<file path="src/hdl/drbl_pkg.sv">
`default_nettype none

package drbl_pkg;

  // default sizing
  localparam int unsigned BankCountDef = 16;
  localparam int unsigned AddrBitsDef  = 48;

  // field widths
  localparam int unsigned LINE_ADDR_W = 48;
  localparam int unsigned LAT_W       = 12;
  localparam int unsigned TIM_W       = 10;
  localparam int unsigned SHIFT_W     = 4;
  localparam int unsigned CFG_IDX_W   = 3;
  localparam int unsigned CFG_DATA_W  = 12;
  localparam int unsigned CNT_W       = 48;
  localparam int unsigned SUM_W       = 64;

  // configuration reset values
  localparam logic               RST_ROW_BUFFER_MODE = 1'b1;
  localparam logic [SHIFT_W-1:0] RST_LINES_PER_ROW   = 4'd4;
  localparam logic [LAT_W-1:0]   RST_FIXED_LATENCY   = 12'd100;
  localparam logic [TIM_W-1:0]   RST_T_ACT           = 10'd45;
  localparam logic [TIM_W-1:0]   RST_T_CAS           = 10'd45;
  localparam logic [TIM_W-1:0]   RST_T_PRE           = 10'd45;
  localparam logic [TIM_W-1:0]   RST_T_BUS           = 10'd10;

  typedef enum logic [2:0] {
    OUT_READ_HIT      = 3'd0,
    OUT_READ_CLOSED   = 3'd1,
    OUT_READ_CONFLICT = 3'd2,
    OUT_WRITE         = 3'd3,
    OUT_FIXED         = 3'd4
  } row_outcome_e;

  typedef enum logic [CFG_IDX_W-1:0] {
    CFG_ROW_BUFFER_MODE = 3'd0,
    CFG_LINES_PER_ROW   = 3'd1,
    CFG_FIXED_LATENCY   = 3'd2,
    CFG_T_ACT           = 3'd3,
    CFG_T_CAS           = 3'd4,
    CFG_T_PRE           = 3'd5,
    CFG_T_BUS           = 3'd6
  } cfg_idx_e;

endpackage

`default_nettype wire

</file>
<file path="src/hdl/drbl_bank_map.sv">
`default_nettype none

// Row index and bank select: idx = addr >> shift, bank = idx mod BANK_COUNT.
// Stage 1 sums per-bit residues of 2^i, stage 2 divides that small sum by
// reciprocal multiply, the remainder is formed at the output.
module drbl_bank_map import drbl_pkg::*; #(
  parameter  int unsigned BANK_COUNT = BankCountDef,
  parameter  int unsigned ADDR_BITS  = AddrBitsDef,
  localparam int unsigned AW = (ADDR_BITS < LINE_ADDR_W) ? ADDR_BITS : LINE_ADDR_W,
  localparam int unsigned BW = $clog2(BANK_COUNT)
) (
  input  wire logic                   clk_i,
  input  wire logic                   rst_ni,
  input  wire logic                   en_i,
  input  wire logic                   in_valid_i,
  input  wire logic [LINE_ADDR_W-1:0] line_addr_i,
  input  wire logic                   is_write_i,
  input  wire logic [SHIFT_W-1:0]     shift_i,
  output logic                        out_valid_o,
  output logic                        out_write_o,
  output logic [AW-1:0]               out_idx_o,
  output logic [BW-1:0]               out_bank_o
);

  localparam int unsigned SW      = $clog2(AW * (BANK_COUNT - 1) + 1);
  localparam int unsigned SH      = SW + BW;
  localparam int unsigned RECIP_W = SH + 1;
  localparam int unsigned PW      = SW + RECIP_W;
  localparam int unsigned Recip   = ((2 ** SH) + BANK_COUNT - 1) / BANK_COUNT;

  function automatic int unsigned pow2_mod(input int unsigned k);
    int unsigned c;
    c = 1;
    for (int unsigned j = 0; j < k; j++) begin
      c = c * 2;
      if (c >= BANK_COUNT) begin
        c = c - BANK_COUNT;
      end
    end
    return c;
  endfunction

  logic          v0_q, v1_q, v2_q;
  logic [AW-1:0] addr0_q;
  logic          wr0_q, wr1_q, wr2_q;
  logic [AW-1:0] idx1_d, idx1_q, idx2_q;
  logic [SW-1:0] sum1_d, sum1_q, sum2_q;
  logic [PW-1:0] prod;
  logic [SW-1:0] quo2_d, quo2_q;
  logic [SW-1:0] qn;
  logic [SW-1:0] rem;
  logic [BW-1:0] term [AW];

  assign idx1_d = addr0_q >> shift_i;

  for (genvar g = 0; g < AW; g++) begin : g_term
    localparam int unsigned Wv = pow2_mod(g);
    assign term[g] = idx1_d[g] ? BW'(Wv) : '0;
  end

  always_comb begin
    sum1_d = '0;
    for (int unsigned i = 0; i < AW; i++) begin
      sum1_d = sum1_d + SW'(term[i]);
    end
  end

  assign prod   = PW'(sum1_q) * PW'(Recip);
  assign quo2_d = prod[SH +: SW];

  assign qn  = SW'(quo2_q * SW'(BANK_COUNT));
  assign rem = sum2_q - qn;

  always_ff @(posedge clk_i or negedge rst_ni) begin
    if (!rst_ni) begin
      v0_q <= 1'b0;
      v1_q <= 1'b0;
      v2_q <= 1'b0;
    end else if (en_i) begin
      v0_q <= in_valid_i;
      v1_q <= v0_q;
      v2_q <= v1_q;
    end
  end

  always_ff @(posedge clk_i) begin
    if (en_i) begin
      addr0_q <= line_addr_i[AW-1:0];
      wr0_q   <= is_write_i;
      idx1_q  <= idx1_d;
      sum1_q  <= sum1_d;
      wr1_q   <= wr0_q;
      idx2_q  <= idx1_q;
      sum2_q  <= sum1_q;
      quo2_q  <= quo2_d;
      wr2_q   <= wr1_q;
    end
  end

  assign out_valid_o = v2_q;
  assign out_write_o = wr2_q;
  assign out_idx_o   = idx2_q;
  assign out_bank_o  = rem[BW-1:0];

endmodule

`default_nettype wire

</file>
<file path="src/hdl/dram_row_buffer_latency_core.sv">
`default_nettype none

// DRAM open-page latency model.
// Input channel: in_valid_i / in_stall_o carry one access request (line_addr_i,
// is_write_i). Output channel: out_valid_o / out_stall_i carry the latency, the
// row outcome and the running read/write counts and latency totals.
// Pipeline: a result passes the input register, residue sum, reciprocal
// divide, table read and result register after its request is accepted.
// Throughput: one request per cycle, sustained while out_stall_i is low.
// The bank select needs idx mod BANK_COUNT; that is a two-stage residue pipe,
// the open-row table is read with a registered port and updated in the last
// stage, with a one-entry bypass for a back-to-back access to the same bank.
// Stall: the whole pipe freezes while a result waits on out_stall_i, and
// in_stall_o is raised in the same cycle, so nothing is dropped.
// Reset: config returns to its default values, the open-row flags and all
// counters clear; the row-id memory needs no clearing (it is only compared
// while its flag is set). The user writes config through cfg_wen_i /
// cfg_idx_i / cfg_wdata_i only while no request is in flight; not enforced.
module dram_row_buffer_latency_core import drbl_pkg::*; #(
  parameter int unsigned BANK_COUNT = BankCountDef,
  parameter int unsigned ADDR_BITS  = AddrBitsDef
) (
  input  wire logic                   clk_i,
  input  wire logic                   rst_ni,
  input  wire logic                   cfg_wen_i,
  input  wire logic [CFG_IDX_W-1:0]   cfg_idx_i,
  input  wire logic [CFG_DATA_W-1:0]  cfg_wdata_i,
  input  wire logic                   in_valid_i,
  output logic                        in_stall_o,
  input  wire logic [LINE_ADDR_W-1:0] line_addr_i,
  input  wire logic                   is_write_i,
  output logic                        out_valid_o,
  input  wire logic                   out_stall_i,
  output logic [LAT_W-1:0]            latency_o,
  output logic [2:0]                  row_outcome_o,
  output logic [CNT_W-1:0]            read_count_o,
  output logic [CNT_W-1:0]            write_count_o,
  output logic [SUM_W-1:0]            read_latency_total_o,
  output logic [SUM_W-1:0]            write_latency_total_o
);

  localparam int unsigned AW = (ADDR_BITS < LINE_ADDR_W) ? ADDR_BITS : LINE_ADDR_W;
  localparam int unsigned BW = $clog2(BANK_COUNT);

  // configuration
  logic               row_buffer_mode_q;
  logic [SHIFT_W-1:0] lines_per_row_q;
  logic [LAT_W-1:0]   fixed_latency_q;
  logic [TIM_W-1:0]   t_act_q, t_cas_q, t_pre_q, t_bus_q;

  // pipe control: everything moves when the result register can load
  logic adv;

  // bank map outputs
  logic          map_valid, map_write;
  logic [AW-1:0] map_idx;
  logic [BW-1:0] map_bank;

  // table read stage
  logic          v3_q, wr3_q;
  logic [AW-1:0] idx3_q, rdata3_q;
  logic [BW-1:0] bank3_q;

  // open-row table: flags in flops, row ids in memory
  logic [BANK_COUNT-1:0] open_q;
  logic [AW-1:0]         mem_q [BANK_COUNT];

  // same-edge write bypass
  logic          byp_v_q;
  logic [BW-1:0] byp_bank_q;
  logic [AW-1:0] byp_idx_q;

  // decision
  logic [LAT_W-1:0] t_bc, t_bca, t_all;
  logic [AW-1:0]    stored_idx;
  logic             bank_open, row_hit;
  logic [LAT_W-1:0] lat_d;
  row_outcome_e     outcome_d;
  logic             tbl_wr, set_open, fire;

  // results
  logic             out_valid_q;
  logic [LAT_W-1:0] latency_q;
  row_outcome_e     outcome_q;
  logic [CNT_W-1:0] read_cnt_q, write_cnt_q;
  logic [SUM_W-1:0] read_sum_q, write_sum_q;

  assign adv        = !out_valid_q || !out_stall_i;
  assign in_stall_o = !adv;

  always_ff @(posedge clk_i or negedge rst_ni) begin
    if (!rst_ni) begin
      row_buffer_mode_q <= RST_ROW_BUFFER_MODE;
      lines_per_row_q   <= RST_LINES_PER_ROW;
      fixed_latency_q   <= RST_FIXED_LATENCY;
      t_act_q           <= RST_T_ACT;
      t_cas_q           <= RST_T_CAS;
      t_pre_q           <= RST_T_PRE;
      t_bus_q           <= RST_T_BUS;
    end else if (cfg_wen_i) begin
      case (cfg_idx_e'(cfg_idx_i))
        CFG_ROW_BUFFER_MODE: row_buffer_mode_q <= cfg_wdata_i[0];
        CFG_LINES_PER_ROW:   lines_per_row_q   <= cfg_wdata_i[SHIFT_W-1:0];
        CFG_FIXED_LATENCY:   fixed_latency_q   <= cfg_wdata_i[LAT_W-1:0];
        CFG_T_ACT:           t_act_q           <= cfg_wdata_i[TIM_W-1:0];
        CFG_T_CAS:           t_cas_q           <= cfg_wdata_i[TIM_W-1:0];
        CFG_T_PRE:           t_pre_q           <= cfg_wdata_i[TIM_W-1:0];
        CFG_T_BUS:           t_bus_q           <= cfg_wdata_i[TIM_W-1:0];
        default: ;
      endcase
    end
  end

  drbl_bank_map #(
    .BANK_COUNT (BANK_COUNT),
    .ADDR_BITS  (ADDR_BITS)
  ) u_bank_map (
    .clk_i       (clk_i),
    .rst_ni      (rst_ni),
    .en_i        (adv),
    .in_valid_i  (in_valid_i),
    .line_addr_i (line_addr_i),
    .is_write_i  (is_write_i),
    .shift_i     (lines_per_row_q),
    .out_valid_o (map_valid),
    .out_write_o (map_write),
    .out_idx_o   (map_idx),
    .out_bank_o  (map_bank)
  );

  // table read stage; memory read data registered with the request
  always_ff @(posedge clk_i or negedge rst_ni) begin
    if (!rst_ni) begin
      v3_q <= 1'b0;
    end else if (adv) begin
      v3_q <= map_valid;
    end
  end

  always_ff @(posedge clk_i) begin
    if (adv) begin
      wr3_q    <= map_write;
      idx3_q   <= map_idx;
      bank3_q  <= map_bank;
      rdata3_q <= mem_q[map_bank];
    end
    if (fire && tbl_wr) begin
      mem_q[bank3_q] <= idx3_q;
    end
  end

  // timing sums, at most 4 * 1023
  assign t_bc  = LAT_W'(t_bus_q) + LAT_W'(t_cas_q);
  assign t_bca = t_bc + LAT_W'(t_act_q);
  assign t_all = t_bca + LAT_W'(t_pre_q);

  // same bank implies same low residue, so comparing the full row index is
  // equivalent to comparing the row number
  assign stored_idx = (byp_v_q && (byp_bank_q == bank3_q)) ? byp_idx_q : rdata3_q;
  assign bank_open  = open_q[bank3_q];
  assign row_hit    = bank_open && (stored_idx == idx3_q);
  assign fire       = adv && v3_q;

  always_comb begin
    lat_d     = fixed_latency_q;
    outcome_d = OUT_FIXED;
    tbl_wr    = 1'b0;
    set_open  = 1'b0;
    if (row_buffer_mode_q) begin
      if (wr3_q) begin
        // writes record the row but leave the open flag alone
        lat_d     = t_all;
        outcome_d = OUT_WRITE;
        tbl_wr    = 1'b1;
      end else if (row_hit) begin
        lat_d     = t_bc;
        outcome_d = OUT_READ_HIT;
      end else if (bank_open) begin
        lat_d     = t_all;
        outcome_d = OUT_READ_CONFLICT;
        tbl_wr    = 1'b1;
      end else begin
        lat_d     = t_bca;
        outcome_d = OUT_READ_CLOSED;
        tbl_wr    = 1'b1;
        set_open  = 1'b1;
      end
    end
  end

  always_ff @(posedge clk_i or negedge rst_ni) begin
    if (!rst_ni) begin
      open_q      <= '0;
      byp_v_q     <= 1'b0;
      out_valid_q <= 1'b0;
      read_cnt_q  <= '0;
      write_cnt_q <= '0;
      read_sum_q  <= '0;
      write_sum_q <= '0;
    end else if (adv) begin
      byp_v_q     <= v3_q && tbl_wr;
      out_valid_q <= v3_q;
      if (v3_q) begin
        if (set_open) begin
          open_q[bank3_q] <= 1'b1;
        end
        if (wr3_q) begin
          write_cnt_q <= write_cnt_q + CNT_W'(1);
          write_sum_q <= write_sum_q + SUM_W'(lat_d);
        end else begin
          read_cnt_q <= read_cnt_q + CNT_W'(1);
          read_sum_q <= read_sum_q + SUM_W'(lat_d);
        end
      end
    end
  end

  always_ff @(posedge clk_i) begin
    if (adv) begin
      byp_bank_q <= bank3_q;
      byp_idx_q  <= idx3_q;
      latency_q  <= lat_d;
      outcome_q  <= outcome_d;
    end
  end

  assign out_valid_o           = out_valid_q;
  assign latency_o             = latency_q;
  assign row_outcome_o         = outcome_q;
  assign read_count_o          = read_cnt_q;
  assign write_count_o         = write_cnt_q;
  assign read_latency_total_o  = read_sum_q;
  assign write_latency_total_o = write_sum_q;

  // open flags are only ever set
  a_open_monotonic: assert property (@(posedge clk_i) disable iff (!rst_ni)
    1'b1 |=> $countones(open_q) >= $past($countones(open_q)))
    else $error("open-row flag cleared");

  // a write bumps the write count by exactly one
  a_write_count: assert property (@(posedge clk_i) disable iff (!rst_ni)
    (fire && wr3_q) |=> write_cnt_q == $past(write_cnt_q) + CNT_W'(1))
    else $error("write count step wrong");

  // a read hit leaves the table untouched and the bypass invalid
  a_hit_no_update: assert property (@(posedge clk_i) disable iff (!rst_ni)
    (fire && (outcome_d == OUT_READ_HIT)) |=> !byp_v_q)
    else $error("read hit updated the row table");

endmodule

`default_nettype wire

</file>
<file path="config.mk">
export PLATFORM = sky130hd
export DESIGN_NAME = dram_row_buffer_latency_core
export DESIGN_NICKNAME = d
export VERILOG_FILES = /design/src/hdl/drbl_pkg.sv /design/src/hdl/drbl_bank_map.sv /design/src/hdl/dram_row_buffer_latency_core.sv
export SDC_FILE = /design/constraint.sdc
export NUM_CORES = 2
export LEC_CHECK = 0
export BUFFER_PORTS_ARGS = -buffer_cell sky130_fd_sc_hd__buf_2
export CAP_MARGIN = 5
export CORE_MARGIN = 8
export CORE_UTILIZATION = 45
export DETAILED_ROUTE_END_ITERATION = 10
export PLACE_DENSITY = 0.59
export SLEW_MARGIN = 10
export SYNTH_ARGS = -nofsm -noshare
export SYNTH_HDL_FRONTEND = slang
export SYNTH_SLANG_ARGS = --single-unit
export TNS_END_PERCENT = 10
</file>
<file path="constraint.sdc">
create_clock -name clk_i -period 17.7 [get_ports clk_i]
set_input_delay 1.77 -clock clk_i [delete_from_list [all_inputs] [get_ports clk_i]]
set_output_delay 1.77 -clock clk_i [all_outputs]
set_load 0.02 [all_outputs]
</file>
## After elaboration in Yosys (flattened, before gate mapping)

Memories as Yosys holds them, arrays and structs flattened. A register that Yosys moved wholly into a read port is not among the register bits.
Index checks and enable logic that the tools add are counted.

| storage, ports and cells | value |
|---|---|
| register bits after elaboration | 578 |
| memory bits (writable) | 768 |
| input port bits | 69 |
| output and inout bits | 241 |
| logic and storage cells | 104 |
| memories | 1 |

| operators by class | value |
|---|---|
| $add $sub $neg | 11 |
| magnitude comparators | 2 |
| eq/ne operators | 8 |
| shifts and indexed selects | 1 |
| mux-type cells | 25 |
| bitwise gates (word level) | 2 |
| reduce and logical (&&, ||, !) cells | 21 |

Memory list:

| memory | words | width | rd ports | clocked after memory_dff | wr ports | RTL line | RTL |
|---|---|---|---|---|---|---|---|
| mem_q | 16 | 48 | 1 | 1 | 1 | dram_row_buffer_latency_core.sv:66 | `logic [AW-1:0] mem_q [BANK_COUNT];` |

Operators with widths:

| operator | count |
|---|---|
| 64-bit by 12-bit adder with 64-bit output | 2 |
| 48-bit by 1-bit adder with 48-bit output, second input constant | 2 |
| 48-bit equality test | 1 |
| 12-bit 2-to-1 mux | 4 |
| 48-bit 2-to-1 mux | 1 |
| 48-bit by 4-bit >> shifter with 48-bit output | 1 |
| 16-bit bitwise OR | 1 |
| 2-bit AND reduction | 7 |
| 11-bit by 10-bit adder with 12-bit output | 1 |
| 12-bit by 10-bit adder with 12-bit output | 1 |
| 1-bit 2-to-1 mux | 12 |
| 10-bit by 10-bit adder with 11-bit output | 1 |
| 3-bit equality test, second input constant | 3 |
| 3-bit AND reduction | 3 |
| 2-bit 2-to-1 mux | 4 |
| 3-bit by 2-bit equality test with 1-bit output, second input constant | 2 |
| 1-bit logical AND | 6 |
| 4-bit by 5-bit < comparator with 1-bit output, second input constant | 1 |
| 4-bit by 3-bit adder with 4-bit output | 1 |
| 4-bit adder | 1 |
| 1-bit binary-select mux with 4-bit select | 1 |
| 1-bit demux with 4-bit select | 1 |
| 4-bit equality test | 1 |
| 4-bit by 1-bit >= comparator with 1-bit output, second input constant | 1 |
| other kinds (9) | 11 |

## Longest topological paths before layout

| logic depth | value |
|---|---|
| word-level depth | 11 |
| mapped depth | 29 |
| gate-level depth less buffers | 28 |

## By module

A second synthesis with hierarchy kept.

| second synthesis, totals | value |
|---|---|
| cell total of the unflattened synthesis | 3,253 |
| area, all modules | 57,420.1 um^2 |

Modules (own cells, without submodules):

| module | instances | cells an instance | area each (um^2) | sequential area each (um^2) |
|---|---|---|---|---|
| dram_row_buffer_latency_core | 1 | 2,891 | 50,544.7 | 35,637.9 |
| drbl_bank_map | 1 | 362 | 6,875.3 | 4,489.3 |

## Least setup slack after synthesis

Ideal clock, no wire load.

| timing | value |
|---|---|
| path type | input to register |
| start point | input port out_stall_i |
| end point | memory mem_q[7][0] in the netlist's numbering, enable pin |
| library setup time | 0.572 ns |
| arrival time | 13.972 ns |
| required time | 17.128 ns |
| setup slack | 3.156 ns |
| stages | 4 |
| path buffers | 1 |
| path through | nand2_1 -> inv_2 -> clkbuf_1 -> nor4_1 |

| between the ends | value |
|---|---|
| longest elaborated chain between the ends | 6 |

Ends and longest elaborated chain:

| element | RTL line | RTL |
|---|---|---|
| start: declaration | dram_row_buffer_latency_core.sv:33 | `input wire logic out_stall_i,` |
| 1-bit zero test | dram_row_buffer_latency_core.sv:88 | `assign adv = !out_valid_q \|\| !out_stall_i;` |
| 1-bit logical OR | dram_row_buffer_latency_core.sv:88 |  |
| 1-bit logical AND | dram_row_buffer_latency_core.sv:162 | `assign fire = adv && v3_q;` |
| 1-bit logical AND | dram_row_buffer_latency_core.sv:147 | `if (fire && tbl_wr) begin` |
| 1-bit 2-to-1 mux | dram_row_buffer_latency_core.sv:147 |  |
| 1-bit 2-to-1 mux (not written as such) | dram_row_buffer_latency_core.sv:148 | `mem_q[bank3_q] <= idx3_q;` |
| end: declaration | dram_row_buffer_latency_core.sv:66 |  |

Every way passes these cells.

## Worst setup path in the final report

| timing | value |
|---|---|
| start point | register idx3_q[3] |
| end point | register write_sum_q[62], in the netlist write_latency_total_o[62] |

| between the ends | value |
|---|---|
| longest elaborated chain between the ends | 6 |

Ends and longest elaborated chain:

| element | RTL line | RTL |
|---|---|---|
| start: declaration | dram_row_buffer_latency_core.sv:61 | `logic [AW-1:0] idx3_q, rdata3_q;` |
| start signal: assignment | dram_row_buffer_latency_core.sv:143 | `idx3_q <= map_idx;` |
| 48-bit equality test | dram_row_buffer_latency_core.sv:161 | `assign row_hit = bank_open && (stored_idx == idx3_q);` |
| 1-bit logical AND | dram_row_buffer_latency_core.sv:161 |  |
| 12-bit 2-to-1 mux | dram_row_buffer_latency_core.sv:175 | `end else if (row_hit) begin` |
| 12-bit 2-to-1 mux | dram_row_buffer_latency_core.sv:170 | `if (wr3_q) begin` |
| 12-bit 2-to-1 mux | dram_row_buffer_latency_core.sv:169 | `if (row_buffer_mode_q) begin` |
| net lat_d[0] | dram_row_buffer_latency_core.sv:77 | `logic [LAT_W-1:0] lat_d;` |
| 64-bit by 12-bit adder with 64-bit output | dram_row_buffer_latency_core.sv:209 | `write_sum_q <= write_sum_q + SUM_W'(lat_d);` |
| end signal: assignment | dram_row_buffer_latency_core.sv:209 |  |
| end: declaration | dram_row_buffer_latency_core.sv:86 | `logic [SUM_W-1:0] read_sum_q, write_sum_q;` |

The timed path passes the listed nets, and every way through them passes these cells.
A chain may end at the register's enable or synchronous reset.

==> metrics.md <==
| Metric | Value |
|---|---|
| Die area | 137,300 µm² |
| Most numerous cell in the Yosys netlist | edfxtp_1 |
| Die W | 370.6 µm |
| Synth top area share | 57.06% |
| EDFF count, synth | 1,075 |
| Critical-path top delay cell | edfxtp_1 |
| Area Overhead vs Synth | 14.65% |
| Tmin final | 7.401 ns |
| Vias in the first global route | 30,890 |
| CTS tree | built |
| Post-synth ARST share | 21.99% |
| Req. time, crit path | 18.37 ns |
| Total CTS buffers | 141 |
| Post-DP HPWL | 81,620 µm |
| Syn Inst Count | 3,231 |
| Buffers and inverters on the worst path | 1 |
| Total Power | 0.01124 W |
| Pleak | 24.21 nW |
| Fill count | 10,320 |
| Max Cap Violations | 0 |
| Synth unique cells | 78 |
| Setup Viol. Count Final | 0 |
| Layout cells sized above 1 | 26.15% |
| Setup Crit Path Kind | reg2reg |
| Largest net degree at the start of global routing | 145 |
| Synth Net Count | 3,364 |
| Postcts setup bufs | 0 |
| Worst skew pair latency | 0.75 ns |
| Synth top area cells | edfxtp_1, dfrtp_1, mux4_2, xnor2_1, xor2_1 |
| Synth Warn # | 0 |
| Yosys top cell by area | edfxtp_1 |
| Post-detailed-routing wire length | 134,400 µm |
| Final hold violations | 0 |
| Crit Path Max Fanout | 29 |
| Vias | 30,140 |
| Least-Margin Pin Slew | 1.121 ns |
| Crit path cell chain | xnor2_1 -> nand4_2 -> or2_1 -> mux2_4 -> a222oi_1 -> nand4_1 -> o41ai_1 -> nand2b_1 -> a41oi_1 -> ha_1 -> inv_1 -> fa_1 -> nor2b_1 -> o21a_1 -> o21ai_0 -> a2111oi_0 -> o21ai_0 -> a21oi_1 -> nand4_1 -> nor2_1 -> xor2_1 |
| Num rows | 130 |
| Setup crit start kind | flip-flop |
| Max Root-Sink Buffers | 3 |
| CP delay by family, top | compound AO/OA/AOI/OAI gates |
| Initial antenna violation count | 2 |
| Setup TNS | 0 ns |
| Total grt overflow | 0 |
| PwrDens | 173.3 nW/µm² |
| Hold crit path type | reg2reg |
| HP Start | u_bank_map.wr1_q |
| Core box area | 125,200 µm² |
| Fmax | 135.1 MHz |
| First-pass GRT wire length | 200,700 µm |
| Crit. End Element | flip-flop |
| Multi-input gate area | 16,050 µm² |
| Root buffer cell | clkbuf_16 |
| Die H | 370.6 µm |
| Clock sinks | 1,378 |
| Reg-to-reg startpoint | idx3_q[3] |
| DRT iter0 DRCs | 2,306 |
| Synthesized area per cell | 17.51 µm² |
| Unrepaired setup endpoints after global routing | no |
| Worst EP arrival | 8.07 ns |
| CTS resizes | 0 |
| Register Area | 39,890 µm² |
| #FFs+latches synth | 1,378 |
| Vias per inst | 5.590 |
| Post-synth top cells | edfxtp_1, dfrtp_1, mux4_2 |
| Port buffer count | 309 |
| Initial core utilization | 45.17% |
| Top-Level Pins | 310 |
| Drt pass-1 iters | 5 |
| Synthesized area | 56,570 µm² |
| Synth Flop Type | edfxtp_1 |
| Slew Limit Fails | 0 |
| CTS Hold Bufs | 0 |
| Final period util | 41.81% |
| Hold WS | 0.4122 ns |
| Routed len/inst | 24.92 µm |
| Final core occ | 51.79% |
| Routability cong. | 0.8505 |
| Final #Nets | 3,761 |
| Clock-pin slew on the worst setup and hold paths | 0.06 ns |
| Worst Clk Skew | 0.03260 ns |
| CTS H-tree lvls | 4 |
| CP startpoint | idx3_q[3] |
| Max incr delay on CP | 1.01 ns |
| Rel. slew slack | 25.25% |
| DRC errors left | 0 |
| Post-route ant nets | 0 |
| Maximum vdd drop | 131.8 µV |
| Total track usage | 19.43% |
| Sequential fraction of the synthesis area | 70.51% |
| Status | finished, final reports clean |
[final timing paths]
| kind | end | slack, ns | cells past startpoint |
|---|---|---|---|
| max | write_latency_total_o[62] | 10.30 | 21 |
| min | u_bank_map.out_write_o | 0.41 | 0 |
| max reg2reg | write_latency_total_o[62] | 10.30 | 21 |
| min reg2reg | u_bank_map.out_write_o | 0.41 | 0 |
| max in group asynchronous | lines_per_row_q[3] | 14.43 | 3 |
| min in group asynchronous | write_count_o[10] | 1.11 | 1 |
[state kept, by name, indices dropped and copies added (netlist names), 16 cells and up]
register and count:
mem_q 768, read_latency_total_o 64, write_latency_total_o 64, idx3_q 48, rdata3_q 48, read_count_o 48, u_bank_map.addr0_q 48, u_bank_map.idx1_q 48
u_bank_map.out_idx_o 48, write_count_o 48, byp_idx_q 45, open_q 16
[per-layer routing]
metal | up-vias | part of all wire (%) | track usage, %
li1 | 13420 | - | -
met1 | 15620 | 43 | 26.70
met2 | 881 | 48 | 31.42
met3 | 228 | 5.7 | 3.390
met4 | 0 | 3.4 | 6.872
met5 | - | 0 | 0
[cell type report]
cell class / instances / share of cell area (%)
Sequential cell: 1378 / 61.50
Multi-Input combinational cell: 1660 / 24.75
Clock buffer: 175 / 5.893
Tap cell: 1650 / 3.183
Timing Repair Buffer: 365 / 3.086
Clock inverter: 80 / 1.103
Inverter: 82 / 0.4745
Antenna cell: 2 / 0.007716
[cells by family (layout without fill, tap and decap cells)]
family | after synthesis | after routing | synth area share [%]
AOI/OAI and AO/OA | 257 | 257 | 2.999
xor gates and xnor gates | 294 | 294 | 4.578
adders and majority gates | 64 | 64 | 1.482
buffers and inverters | 193 | 702 | 1.327
DFF | 1378 | 1378 | 70.51
muxes | 388 | 388 | 13.27
other | 0 | 2 | 0
and+or+nand+nor | 657 | 657 | 5.837
[placed cells by master (no fill, tap or decap), drive strengths merged, types with 55 or more instances in the layout]
cell    synthesis  final
nor2          105    105
edfxtp       1075   1075
inv            82     89
clkbuf         80    175
ha             59     59
dfrtp         284    284
mux4          282    282
buf            31    365
nand3          91     91
clkinv          0     61
mux2           62     62
xnor2         192    192
nand2         185    185
xor2          102    102
nor3           55     55
o21ai          60     60
[per-stage QoR]
step	instance area [µm²]	instances	setup WS [ns]
2_1_floorplan	56570	3231	3.156
3_3_place_gp	60320	5135	10.39
6_report	64860	5392	10.30
4_1_cts	64860	5390	10.24
5_1_grt	64860	5392	9.546
3_5_place_dp	60320	5135	10.32
[power breakdown]
group	switching, W	total, W	leakage, nW	internal, W
sequential	0.000579	0.00502	14.0	0.00444
clock	0.00124	0.00291	2.24	0.00167
combinational	0.00184	0.00331	7.96	0.00147
total	0.00366	0.0112	24.2	0.00758
Power figures use the tool's default switching activity.
